## config.mk

```make
export PLATFORM = sky130hd
export DESIGN_NAME = small_key_value_table_flat
export DESIGN_NICKNAME = d
export VERILOG_FILES = /design/src/hw/rtl/skvt_pkg.sv /design/src/hw/rtl/skvt_ifs.sv /design/src/hw/rtl/skvt_cell.sv /design/src/hw/rtl/small_key_value_table.sv /design/src/flat_wrapper.sv
export SDC_FILE = /design/constraint.sdc
export NUM_CORES = 2
export LEC_CHECK = 0
export BUFFER_PORTS_ARGS = -buffer_cell sky130_fd_sc_hd__buf_2
export CORE_UTILIZATION = 55
export CTS_BUF_LIST = sky130_fd_sc_hd__clkbuf_2
export CTS_CLUSTER_SIZE = 30
export DETAILED_ROUTE_END_ITERATION = 7
export GPL_TIMING_DRIVEN = 0
export PLACE_DENSITY = 0.73
export SYNTH_ARGS = -nofsm -noshare
export SYNTH_HDL_FRONTEND = slang
export SYNTH_HIERARCHICAL = 1
export SYNTH_SLANG_ARGS = --single-unit
```

## constraint.sdc

```tcl
create_clock -name clk -period 27.2 [get_ports clk]
set_input_delay 5.44 -clock clk [delete_from_list [all_inputs] [get_ports clk]]
set_output_delay 5.44 -clock clk [all_outputs]
set_load 0.005 [all_outputs]
```

## src/hw/rtl/skvt_pkg.sv

```systemverilog
package skvt_pkg;

	// Default sizes of the table.
	localparam int DEPTH_DEF       = 64;
	localparam int KEY_WIDTH_DEF   = 8;
	localparam int VALUE_WIDTH_DEF = 32;

	localparam int CMD_WIDTH    = 2;
	localparam int STATUS_WIDTH = 2;

	typedef logic [CMD_WIDTH-1:0]    cmd_t;
	typedef logic [STATUS_WIDTH-1:0] status_t;

	localparam cmd_t CMD_PUT    = 2'd0;
	localparam cmd_t CMD_LOOKUP = 2'd1;
	localparam cmd_t CMD_REMOVE = 2'd2;
	localparam cmd_t CMD_CLEAR  = 2'd3;

	localparam status_t STATUS_DONE    = 2'd0;
	localparam status_t STATUS_ABSENT  = 2'd1;
	localparam status_t STATUS_FULL    = 2'd2;
	localparam status_t STATUS_PRESENT = 2'd3;

	// Update strobes broadcast to every cell of the chain.
	typedef struct packed {
		logic append;
		logic shift;
	} cell_ctl_t;

endpackage

```

## src/hw/rtl/skvt_ifs.sv

```systemverilog
interface skvt_req_if import skvt_pkg::*; #(
	parameter int KEY_WIDTH   = KEY_WIDTH_DEF,
	parameter int VALUE_WIDTH = VALUE_WIDTH_DEF
) ();
	logic                   valid;
	logic                   ready;
	cmd_t                   cmd;
	logic [KEY_WIDTH-1:0]   key;
	logic [VALUE_WIDTH-1:0] value;

	modport source (output valid, cmd, key, value, input ready);
	modport sink   (input valid, cmd, key, value, output ready);
endinterface

interface skvt_rsp_if import skvt_pkg::*; #(
	parameter int VALUE_WIDTH = VALUE_WIDTH_DEF,
	parameter int COUNT_W     = $clog2(DEPTH_DEF + 1)
) ();
	logic                   valid;
	logic                   ready;
	status_t                status;
	logic                   found;
	logic [VALUE_WIDTH-1:0] read_value;
	logic [COUNT_W-1:0]     entry_count;

	modport source (output valid, status, found, read_value, entry_count, input ready);
	modport sink   (input valid, status, found, read_value, entry_count, output ready);
endinterface

```

## src/hw/rtl/skvt_cell.sv

```systemverilog
module skvt_cell import skvt_pkg::*; #(
	parameter int KEY_WIDTH   = KEY_WIDTH_DEF,
	parameter int VALUE_WIDTH = VALUE_WIDTH_DEF
) (
	input  logic                   clk,
	input  cell_ctl_t              ctl,
	input  logic                   live,
	input  logic                   tail,
	input  logic [KEY_WIDTH-1:0]   key,
	input  logic [VALUE_WIDTH-1:0] value,
	input  logic [KEY_WIDTH-1:0]   next_key,
	input  logic [VALUE_WIDTH-1:0] next_value,
	input  logic                   prefix_in,
	input  logic [VALUE_WIDTH-1:0] rd_in,
	output logic                   hit,
	output logic                   prefix_out,
	output logic [VALUE_WIDTH-1:0] rd_out,
	output logic [KEY_WIDTH-1:0]   key_out,
	output logic [VALUE_WIDTH-1:0] value_out
);

	logic [KEY_WIDTH-1:0]   key_q;
	logic [VALUE_WIDTH-1:0] value_q;

	// A live entry whose key matches the broadcast key.
	assign hit        = live && (key_q == key);
	// Set from the hit cell onward, so every later cell knows to move down on remove.
	assign prefix_out = prefix_in | hit;
	assign rd_out     = rd_in | (hit ? value_q : '0);
	assign key_out    = key_q;
	assign value_out  = value_q;

	always_ff @(posedge clk) begin
		if (ctl.append && tail) begin
			key_q   <= key;
			value_q <= value;
		end else if (ctl.shift && prefix_out) begin
			key_q   <= next_key;
			value_q <= next_value;
		end
	end

endmodule

```

## src/hw/rtl/small_key_value_table.sv

```systemverilog
// A request is captured in the request registers, then searched and applied
// through the cell chain in the update state; its result is then loaded into
// the result register. No new request is taken before that update state ends.
// Reset clears the entry count, the control state and the result valid flag;
// the key and value cells are not cleared and are read only below the count.
module small_key_value_table import skvt_pkg::*; #(
	parameter int DEPTH       = DEPTH_DEF,
	parameter int KEY_WIDTH   = KEY_WIDTH_DEF,
	parameter int VALUE_WIDTH = VALUE_WIDTH_DEF
) (
	input  logic  clk,
	input  logic  arst_n,
	skvt_req_if.sink   req,
	skvt_rsp_if.source rsp
);

	localparam int COUNT_W = $clog2(DEPTH + 1);

	// Two-state sequencer: wait for a request, then search and update.
	localparam logic ST_IDLE = 1'b0;
	localparam logic ST_EXEC = 1'b1;

	logic state_q;

	// The request is captured so that the broadcast key is a clean register output.
	cmd_t                   cmd_q;
	logic [KEY_WIDTH-1:0]   key_q;
	logic [VALUE_WIDTH-1:0] value_q;

	// Number of live entries; cell i holds a live entry when i is below it.
	logic [COUNT_W-1:0] count_q;

	// Result register, which decouples the response side from the table.
	logic                   rsp_valid_q;
	status_t                status_q;
	logic                   found_q;
	logic [VALUE_WIDTH-1:0] read_value_q;
	logic [COUNT_W-1:0]     entry_count_q;

	// Chain signals. The prefix and read data ripple from cell 0 upward,
	// while stored entries are offered to the neighbor below for a remove.
	logic [DEPTH:0]         prefix;
	logic [VALUE_WIDTH-1:0] rd_chain [DEPTH+1];
	logic [KEY_WIDTH-1:0]   key_st   [DEPTH];
	logic [VALUE_WIDTH-1:0] value_st [DEPTH];
	logic [DEPTH-1:0]       live;
	logic [DEPTH-1:0]       tail;
	logic [DEPTH-1:0]       hit;

	logic      exec;
	logic      found;
	logic      full;
	cell_ctl_t ctl;

	status_t            status_d;
	logic [COUNT_W-1:0] count_d;

	assign exec  = (state_q == ST_EXEC);
	assign found = prefix[DEPTH];
	assign full  = (count_q == COUNT_W'(DEPTH));

	// A new request is taken only when the result register is free or is
	// being emptied in the same cycle, so the update cycle can always load it.
	assign req.ready = (state_q == ST_IDLE) && (!rsp_valid_q || rsp.ready);

	// Put appends at the tail cell; remove moves every cell from the hit upward.
	assign ctl.append = exec && (cmd_q == CMD_PUT) && !found && !full;
	assign ctl.shift  = exec && (cmd_q == CMD_REMOVE) && found;

	assign prefix[0]   = 1'b0;
	assign rd_chain[0] = '0;

	for (genvar i = 0; i < DEPTH; i++) begin : g_cell
		logic [KEY_WIDTH-1:0]   nkey;
		logic [VALUE_WIDTH-1:0] nvalue;

		assign live[i] = (COUNT_W'(i) < count_q);
		assign tail[i] = (COUNT_W'(i) == count_q);

		// The top cell has no neighbor above; what it takes on a remove
		// lies beyond the new count and is never read.
		if (i == DEPTH - 1) begin : g_top
			assign nkey   = '0;
			assign nvalue = '0;
		end else begin : g_mid
			assign nkey   = key_st[i+1];
			assign nvalue = value_st[i+1];
		end

		skvt_cell #(
			.KEY_WIDTH   (KEY_WIDTH),
			.VALUE_WIDTH (VALUE_WIDTH)
		) u_cell (
			.clk        (clk),
			.ctl        (ctl),
			.live       (live[i]),
			.tail       (tail[i]),
			.key        (key_q),
			.value      (value_q),
			.next_key   (nkey),
			.next_value (nvalue),
			.prefix_in  (prefix[i]),
			.rd_in      (rd_chain[i]),
			.hit        (hit[i]),
			.prefix_out (prefix[i+1]),
			.rd_out     (rd_chain[i+1]),
			.key_out    (key_st[i]),
			.value_out  (value_st[i])
		);
	end

	// Status and new count of the request in the update cycle.
	always_comb begin
		status_d = STATUS_DONE;
		count_d  = count_q;
		unique case (cmd_q) inside
			CMD_PUT: begin
				if (found) begin
					status_d = STATUS_PRESENT;
				end else if (full) begin
					status_d = STATUS_FULL;
				end else begin
					count_d = count_q + COUNT_W'(1);
				end
			end
			CMD_LOOKUP, CMD_REMOVE: begin
				if (!found) begin
					status_d = STATUS_ABSENT;
				end else if (cmd_q == CMD_REMOVE) begin
					count_d = count_q - COUNT_W'(1);
				end
			end
			default: begin
				count_d = '0;
			end
		endcase
	end

	always_ff @(posedge clk) begin
		if (req.valid && req.ready) begin
			cmd_q   <= req.cmd;
			key_q   <= req.key;
			value_q <= req.value;
		end
		if (exec) begin
			status_q      <= status_d;
			found_q       <= found && (cmd_q != CMD_CLEAR);
			read_value_q  <= (cmd_q == CMD_LOOKUP) ? rd_chain[DEPTH] : '0;
			entry_count_q <= count_d;
		end
	end

	always_ff @(posedge clk or negedge arst_n) begin
		if (!arst_n) begin
			state_q     <= ST_IDLE;
			count_q     <= '0;
			rsp_valid_q <= 1'b0;
		end else begin
			unique case (state_q)
				ST_IDLE: begin
					if (req.valid && req.ready) begin
						state_q <= ST_EXEC;
					end
				end
				ST_EXEC: begin
					state_q <= ST_IDLE;
				end
				default: begin
					state_q <= ST_IDLE;
				end
			endcase
			if (exec) begin
				count_q     <= count_d;
				rsp_valid_q <= 1'b1;
			end else if (rsp.ready) begin
				rsp_valid_q <= 1'b0;
			end
		end
	end

	assign rsp.valid       = rsp_valid_q;
	assign rsp.status      = status_q;
	assign rsp.found       = found_q;
	assign rsp.read_value  = read_value_q;
	assign rsp.entry_count = entry_count_q;

`ifndef SYNTHESIS
	// Keys are kept unique, so at most one live cell can match.
	a_single_hit: assert property (@(posedge clk) disable iff (!arst_n)
		exec |-> $onehot0(hit))
		else $error("more than one live cell matches the key");

	a_count_bound: assert property (@(posedge clk) disable iff (!arst_n)
		count_q <= COUNT_W'(DEPTH))
		else $error("entry count exceeds the table depth");

	a_clear_empties: assert property (@(posedge clk) disable iff (!arst_n)
		(exec && (cmd_q == CMD_CLEAR)) |=> (count_q == '0) && (rsp.entry_count == '0))
		else $error("clear left entries in the table");

	a_result_follows_exec: assert property (@(posedge clk) disable iff (!arst_n)
		$rose(rsp_valid_q) |-> $past(exec))
		else $error("result appeared without an update cycle");

	a_no_take_while_busy: assert property (@(posedge clk) disable iff (!arst_n)
		exec |-> !req.ready)
		else $error("request taken during the update cycle");
`endif

endmodule

```

## src/flat_wrapper.sv

```systemverilog
// flat-port wrapper written by rule: the top's interface ports become plain ports
module small_key_value_table_flat import skvt_pkg::*;
#(
	parameter int DEPTH       = DEPTH_DEF,
	parameter int KEY_WIDTH   = KEY_WIDTH_DEF,
	parameter int VALUE_WIDTH = VALUE_WIDTH_DEF
)
  (clk, arst_n, req_valid, req_cmd, req_key, req_value, req_ready, rsp_valid, rsp_status, rsp_found, rsp_read_value, rsp_entry_count, rsp_ready);
  skvt_req_if #(.KEY_WIDTH(KEY_WIDTH), .VALUE_WIDTH(VALUE_WIDTH)) req_i ();
  skvt_rsp_if #(.VALUE_WIDTH(VALUE_WIDTH), .COUNT_W(($clog2(DEPTH_DEF + 1)))) rsp_i ();
  input  logic clk;
  input  logic arst_n;
  input wire logic [$bits(req_i.valid)-1:0] req_valid;
  input wire logic [$bits(req_i.cmd)-1:0] req_cmd;
  input wire logic [$bits(req_i.key)-1:0] req_key;
  input wire logic [$bits(req_i.value)-1:0] req_value;
  output wire logic [$bits(req_i.ready)-1:0] req_ready;
  output wire logic [$bits(rsp_i.valid)-1:0] rsp_valid;
  output wire logic [$bits(rsp_i.status)-1:0] rsp_status;
  output wire logic [$bits(rsp_i.found)-1:0] rsp_found;
  output wire logic [$bits(rsp_i.read_value)-1:0] rsp_read_value;
  output wire logic [$bits(rsp_i.entry_count)-1:0] rsp_entry_count;
  input wire logic [$bits(rsp_i.ready)-1:0] rsp_ready;
  assign req_i.valid = req_valid;
  assign req_i.cmd = req_cmd;
  assign req_i.key = req_key;
  assign req_i.value = req_value;
  assign req_ready = req_i.ready;
  assign rsp_valid = rsp_i.valid;
  assign rsp_status = rsp_i.status;
  assign rsp_found = rsp_i.found;
  assign rsp_read_value = rsp_i.read_value;
  assign rsp_entry_count = rsp_i.entry_count;
  assign rsp_i.ready = rsp_ready;
  small_key_value_table #(.DEPTH(DEPTH), .KEY_WIDTH(KEY_WIDTH), .VALUE_WIDTH(VALUE_WIDTH)) u_core (.clk(clk), .arst_n(arst_n), .req(req_i), .rsp(rsp_i));
endmodule
```

## After elaboration in Yosys (flattened, before gate mapping)

Index checks and enable logic that the tools add are counted.

- Bitwise gates (word level): 127
- Reductions and logical operators: 272
- Muxes and demuxes: 333
- Add/sub/neg operators: 2
- Equality and inequality tests: 131
- $lt $le $gt $ge: 64

Operator list:

| kind | count |
|---|---|
| $mux W32 | 192 |
| $or A32 B32 Y32 | 63 |
| $mux W8 | 128 |
| $eq A8 B8 Y1 | 64 |
| $eq A6 B7 Y1 const A | 32 |
| $lt A6 B7 Y1 const A | 32 |
| $logic_and A1 B1 Y1 | 200 |
| $reduce_bool A2 Y1 | 65 |
| $eq A5 B7 Y1 const A | 16 |
| $lt A5 B7 Y1 const A | 16 |
| $or A1 B1 Y1 | 63 |
| $eq A4 B7 Y1 const A | 8 |
| $lt A4 B7 Y1 const A | 8 |
| $eq A3 B7 Y1 const A | 4 |
| $lt A3 B7 Y1 const A | 4 |
| $mux W7 | 4 |
| $eq A2 B7 Y1 const A | 2 |
| $lt A1 B7 Y1 const A | 2 |
| $lt A2 B7 Y1 const A | 2 |
| $pmux W7 S2 | 1 |
| $add A7 B1 Y7 const B | 1 |
| $eq A1 B7 Y1 const A | 1 |
| $eq A7 B7 Y1 const B | 1 |
| $logic_not A7 Y1 | 1 |
| other kinds (13) | 19 |

- Input bits: 46
- Register bits: 2,653
- Output and inout port bits: 44

## Depth between registers and ports, before layout

- Depth in word-level cells: 70
- Mapped depth: 78

## Hierarchy

Netlist, hierarchy kept.

By module, submodules not included:

| module | times used | cells each | area an instance (um^2) |
|---|---|---|---|
| skvt_cell | 64 | 136 | 2,077.0 |
| small_key_value_table | 1 | 475 | 4,852.2 |

## Worst setup path after synthesis

OpenSTA, ideal clock, no wires.

- Path kind: register to register
- Start point: reg u_core.key_q[4]
- End point: reg u_core.g_cell[10].u_cell.key_q[0], enable pin
- Buffers on the path: 1
- Slack: 2,248 ps
- Setup time: 343 ps
- Required time: 26,857 ps
- Stages on the path, launching flop included: 74
- Arrival: 24,608 ps
- Cells stage by stage: edfxtp_1 -> xnor2_1 -> nand4_1 -> nor3_4 -> or2_2 -> or2_2 -> or2_2 -> or2_2 -> or2_2 -> or2_2 -> or2_2 -> or2_2 -> or2_2 -> or2_2 -> or2_2 -> or2_2 -> or2_2 -> or2_2 -> (+38 left out) -> or2_2 -> or2_2 -> or2_2 -> or2_2 -> or2_2 -> or2_2 -> or2_2 -> or2_2 -> or2_2 -> or2_2 -> or2_2 -> or2_2 -> buf_2 -> nand2_1 -> nor2_1 -> nand2_1 -> nand2_1 -> a21o_2

RTL lines:

| what | line | RTL |
|---|---|---|
| start: declaration | small_key_value_table.sv:27 | `logic [KEY_WIDTH-1:0] key_q;` |
| start signal: assignment | small_key_value_table.sv:142 | `key_q <= req.key;` |
| end signal: assignment | skvt_cell.sv:35 | `key_q <= key;` |
| end signal: assignment | skvt_cell.sv:38 | `key_q <= next_key;` |
| end: declaration | skvt_cell.sv:22 | `logic [KEY_WIDTH-1:0] key_q;` |

==> results_dict.tcl <==
set metrics [dict create \
    compound_cell_area_share_of_the_yosys_netlist 0.122 \
    timing.final.crit_share 0.955 \
    async_reset_ff_frac 0.00339 \
    seq_power_share 0.568 \
    top_level_ports 90 \
    setup.worst_path.class "flip-flop to flip-flop" \
    cts_inserted_buffers 693 \
    post-place-ws_ns 0.650 \
    syn_area_um2 138000 \
    area_growth_pct 11.1 \
    p_switching_mw 2.09 \
    cts-htree-levels 6 \
    synthXorXnorAreaFrac 0.0326 \
    power.density_nw_per_um2 52.5 \
    critPathCaptureType "flip-flop" \
    worst_hold_path_type "flip-flop to flip-flop" \
    grtUsageTotal 0.261 \
    worst_r2r_endpoint "u_core/g_cell[25].u_cell/value_out[22]" \
    yosysTopAreaCellShare 0.576 \
    cts_root_buf "sky130_fd_sc_hd__clkbuf_2" \
    cts.clk_slew.worst_paths_ns 0.12 \
    hold_viol 0 \
    number_of_enable_flip_flop_cells_after_synthesis 2644 \
    swShare 0.260 \
    grt_first_pass_wirelength_um 507000 \
    hold_buffers 0 \
    cp_slowest_stage_delay_ns 0.81 \
    dr_total_vias 82400 \
    cell_with_the_most_instances_after_synthesis "sky130_fd_sc_hd__edfxtp_1" \
    power.combinational.fraction 0.093 \
    post_synth_and_or_nand_nor_area_fraction 0.0308 \
    headroom_to_the_max_slew_limit 0.131 \
    route.antenna.remaining_nets 0 \
    core_um2 249000 \
    die_height_um 503 \
    cts.repair.resized 0 \
    worst_slew_pin_slew_ns 1.30 \
    p_leak_nw 62.3 \
    final_critical_path_setup_slack_ns 1.22 \
    synthCells 9179 \
    final_layout_size_suffix_gt1_frac 0.444 \
    start_kind "flip-flop" \
    critical_path_most_common_cell "sky130_fd_sc_hd__or2_2" \
    setup-violations-final 0 \
    cts_tree "done" \
    portBuffers 89 \
    final_period_minus_worst_setup_slack_ns 25.98 \
    ys_seq_area_frac 0.578 \
    r2r.worst_path.cells 78 \
    detail_route.wl_per_cell_um 23.7 \
    grt_setup_unrepaired "false" \
    gp_congestion 0.916 \
    yosys_warnings 6 \
    setup-tns-final_ns 0 \
    die_width_um 503 \
    crit_path_top_delay_cell "sky130_fd_sc_hd__and3_4" \
    placement_rows 183 \
    ys.flop_type "sky130_fd_sc_hd__edfxtp_1" \
    clock_sinks 2653 \
    clock_power_share 0.339 \
    synth_top_family_by_area "multiplexers" \
    synth.ff_latch_count 2653 \
    max_cap_viol_count 0 \
    crit_path_start "u_core/count_q[6]" \
    postRouteWirelength_um 332000 \
    initialDrtViolationCount 6245 \
    synthTopCellsByArea "sky130_fd_sc_hd__edfxtp_1 (58%), sky130_fd_sc_hd__mux2_2 (21%), sky130_fd_sc_hd__a21o_1 (10%)" \
    arrival_ns 27.40 \
    max_freq_mhz 38.5 \
    hp-start "u_core/g_cell[4].u_cell/value_out[30]" \
    yosys.area.top_type "sky130_fd_sc_hd__edfxtp_1" \
    drt-pass1-iter-count 8 \
    r2r-start "u_core/count_q[6]" \
    synth_area_per_cell_um2 15.0 \
    synth.mux.area_fraction 0.209 \
    synth.distinct_cells 63 \
    clock_latency_reported_for_the_late_side_of_the_worst_skew_pair_ns 2.00 \
    p_int_mw 5.94 \
    critPathRequiredTime_ns 28.62 \
    globalRoute.totalOverflow 0 \
    grt_max_degree 65 \
    final.setup_skew_ns 0.242 \
    cts.repair_timing.setup_buffer_count 0 \
    initial_antenna_violation_count 7 \
    nFillCells 18600 \
    cell_types_with_the_highest_counts_after_synthesis "sky130_fd_sc_hd__edfxtp_1 (2644), sky130_fd_sc_hd__mux2_2 (2561), sky130_fd_sc_hd__a21o_1 (1857), sky130_fd_sc_hd__xnor2_1 (513), sky130_fd_sc_hd__nand2_1 (304)" \
    route.detailed.drc 0 \
    setup.worst_path.end "u_core/g_cell[25].u_cell/value_out[22]" \
    outcome "complete, no violations" \
    vdd.ir_drop.worst_v 0.0000362 \
    clock_path_buffers 4 \
    vias_per_cell 5.89 \
    nNetsFinal 10300 \
    first_global_vias 89300 \
    regToRegSetupSlack_ns 1.22 \
    place.detailed.hpwl_um 256000 \
    timing.final.max_slew_violations 0 \
    initial_standard_cell_utilization_of_the_core 0.554 \
    yosys.area_share.adder 0.000817 \
    maximum_fanout_count_along_the_critical_path 64 \
    die-area_um2 253000 \
]
-- routing by layer --
metal	global-route usage	part of all wire	vias up
met5	0	0	-
met4	0.0954	0.030	0
met2	0.440	0.49	2369
li1	-	-	37900
met1	0.338	0.42	41500
met3	0.0436	0.056	677
-- worst min path at each step --
stage	cells past startpoint	slack, ns	endpoint
detailed placement	2	0.56	u_core/rsp.valid
global route	1	0.52	u_core/g_cell[61].u_cell/value_out[20]
finish	1	0.50	u_core/g_cell[3].u_cell/value_out[30]
global placement	2	0.51	u_core/rsp.valid
floorplan	2	0.53	u_core/rsp.valid
CTS	1	0.49	u_core/g_cell[8].u_cell/value_out[20]
-- logic make-up (layout without fill, tap and decap cells) --
group	Yosys count	in the layout
other	1	79
adders and majority gates	9	9
xor gates and xnor gates	513	513
AOI/OAI and AO/OA	2206	2206
DFF	2653	2653
muxes	2561	2561
and+or+nand+nor	736	736
buffers and inverters	500	1901
-- per-stage QoR --
stage	total power, mW	hold WS (ns)	util	instance area, um2	std cells
global route	8.36	0.522	0.615	153000	14000
finish	8.03	0.495	0.615	153000	14000
CTS	8.12	0.492	0.615	153000	14000
detailed placement	5.39	0.562	0.591	147000	12800
floorplan	5.06	0.527	-	138000	9252
global placement	5.30	0.505	0.573	143000	12700
-- layout make-up --
class | count | area (um2) | share of cell area
clock buffers | 998 | 4990 | 0.0326
inverters | 17 | 63.8 | 0.000417
repair buffers | 253 | 4790 | 0.0313
plain buffers | 483 | 3630 | 0.0237
diodes | 5 | 12.5 | 0.0000817
clock inverters | 150 | 1030 | 0.00673
multi-input cells | 6099 | 54800 | 0.358
well taps | 3330 | 4170 | 0.0272
flip-flops and latches | 2653 | 79600 | 0.520
-- state kept, by name, summed over array words and instances (netlist names) --
| register | count |
|---|---|
| u_core/g_cell.u_cell/value_out | 2048 |
| u_core/g_cell.u_cell/key_out | 512 |
| u_core/rsp.read_value | 32 |
| u_core/value_q | 32 |
| u_core/key_q | 8 |
| u_core/count_q | 7 |
| u_core/rsp.entry_count | 7 |
| u_core/cmd_q | 2 |
| u_core/rsp.status | 2 |
| u_core/exec | 1 |
| u_core/rsp.found | 1 |
| u_core/rsp.valid | 1 |
-- cells in the final DEF (no fill, tap or decap), types with 78 or more instances in the layout --
cell type,instances
sky130_fd_sc_hd__edfxtp_1,2644
sky130_fd_sc_hd__mux2_2,2561
sky130_fd_sc_hd__a21o_1,1857
sky130_fd_sc_hd__clkbuf_2,998
sky130_fd_sc_hd__xnor2_1,513
sky130_fd_sc_hd__buf_2,357
sky130_fd_sc_hd__nand2_1,304
sky130_fd_sc_hd__a21o_2,256
sky130_fd_sc_hd__buf_6,197
sky130_fd_sc_hd__buf_16,147
sky130_fd_sc_hd__clkinv_1,95
sky130_fd_sc_hd__nand3_1,78
-- critical path: cells and delay by family, from the launching register on --
kind	cells	cell delay, ns
AO/OA/AOI/OAI	2	0.99
flip-flops	1	0.48
AND/OR/NAND/NOR	72	22.89
buffers and inverters	4	1.09
-- power by group through the flow --
stage                     Clock (mW)  Sequential (mW)  Combinational, mW
after floorplan                    0             4.68              0.384
after global placement             0             4.76              0.533
after detailed placement           0             4.65              0.741
after CTS                       2.81             4.56              0.745
after global routing            3.00             4.57              0.789
final                           2.72             4.56              0.749
Power figures use the tool's default switching activity.
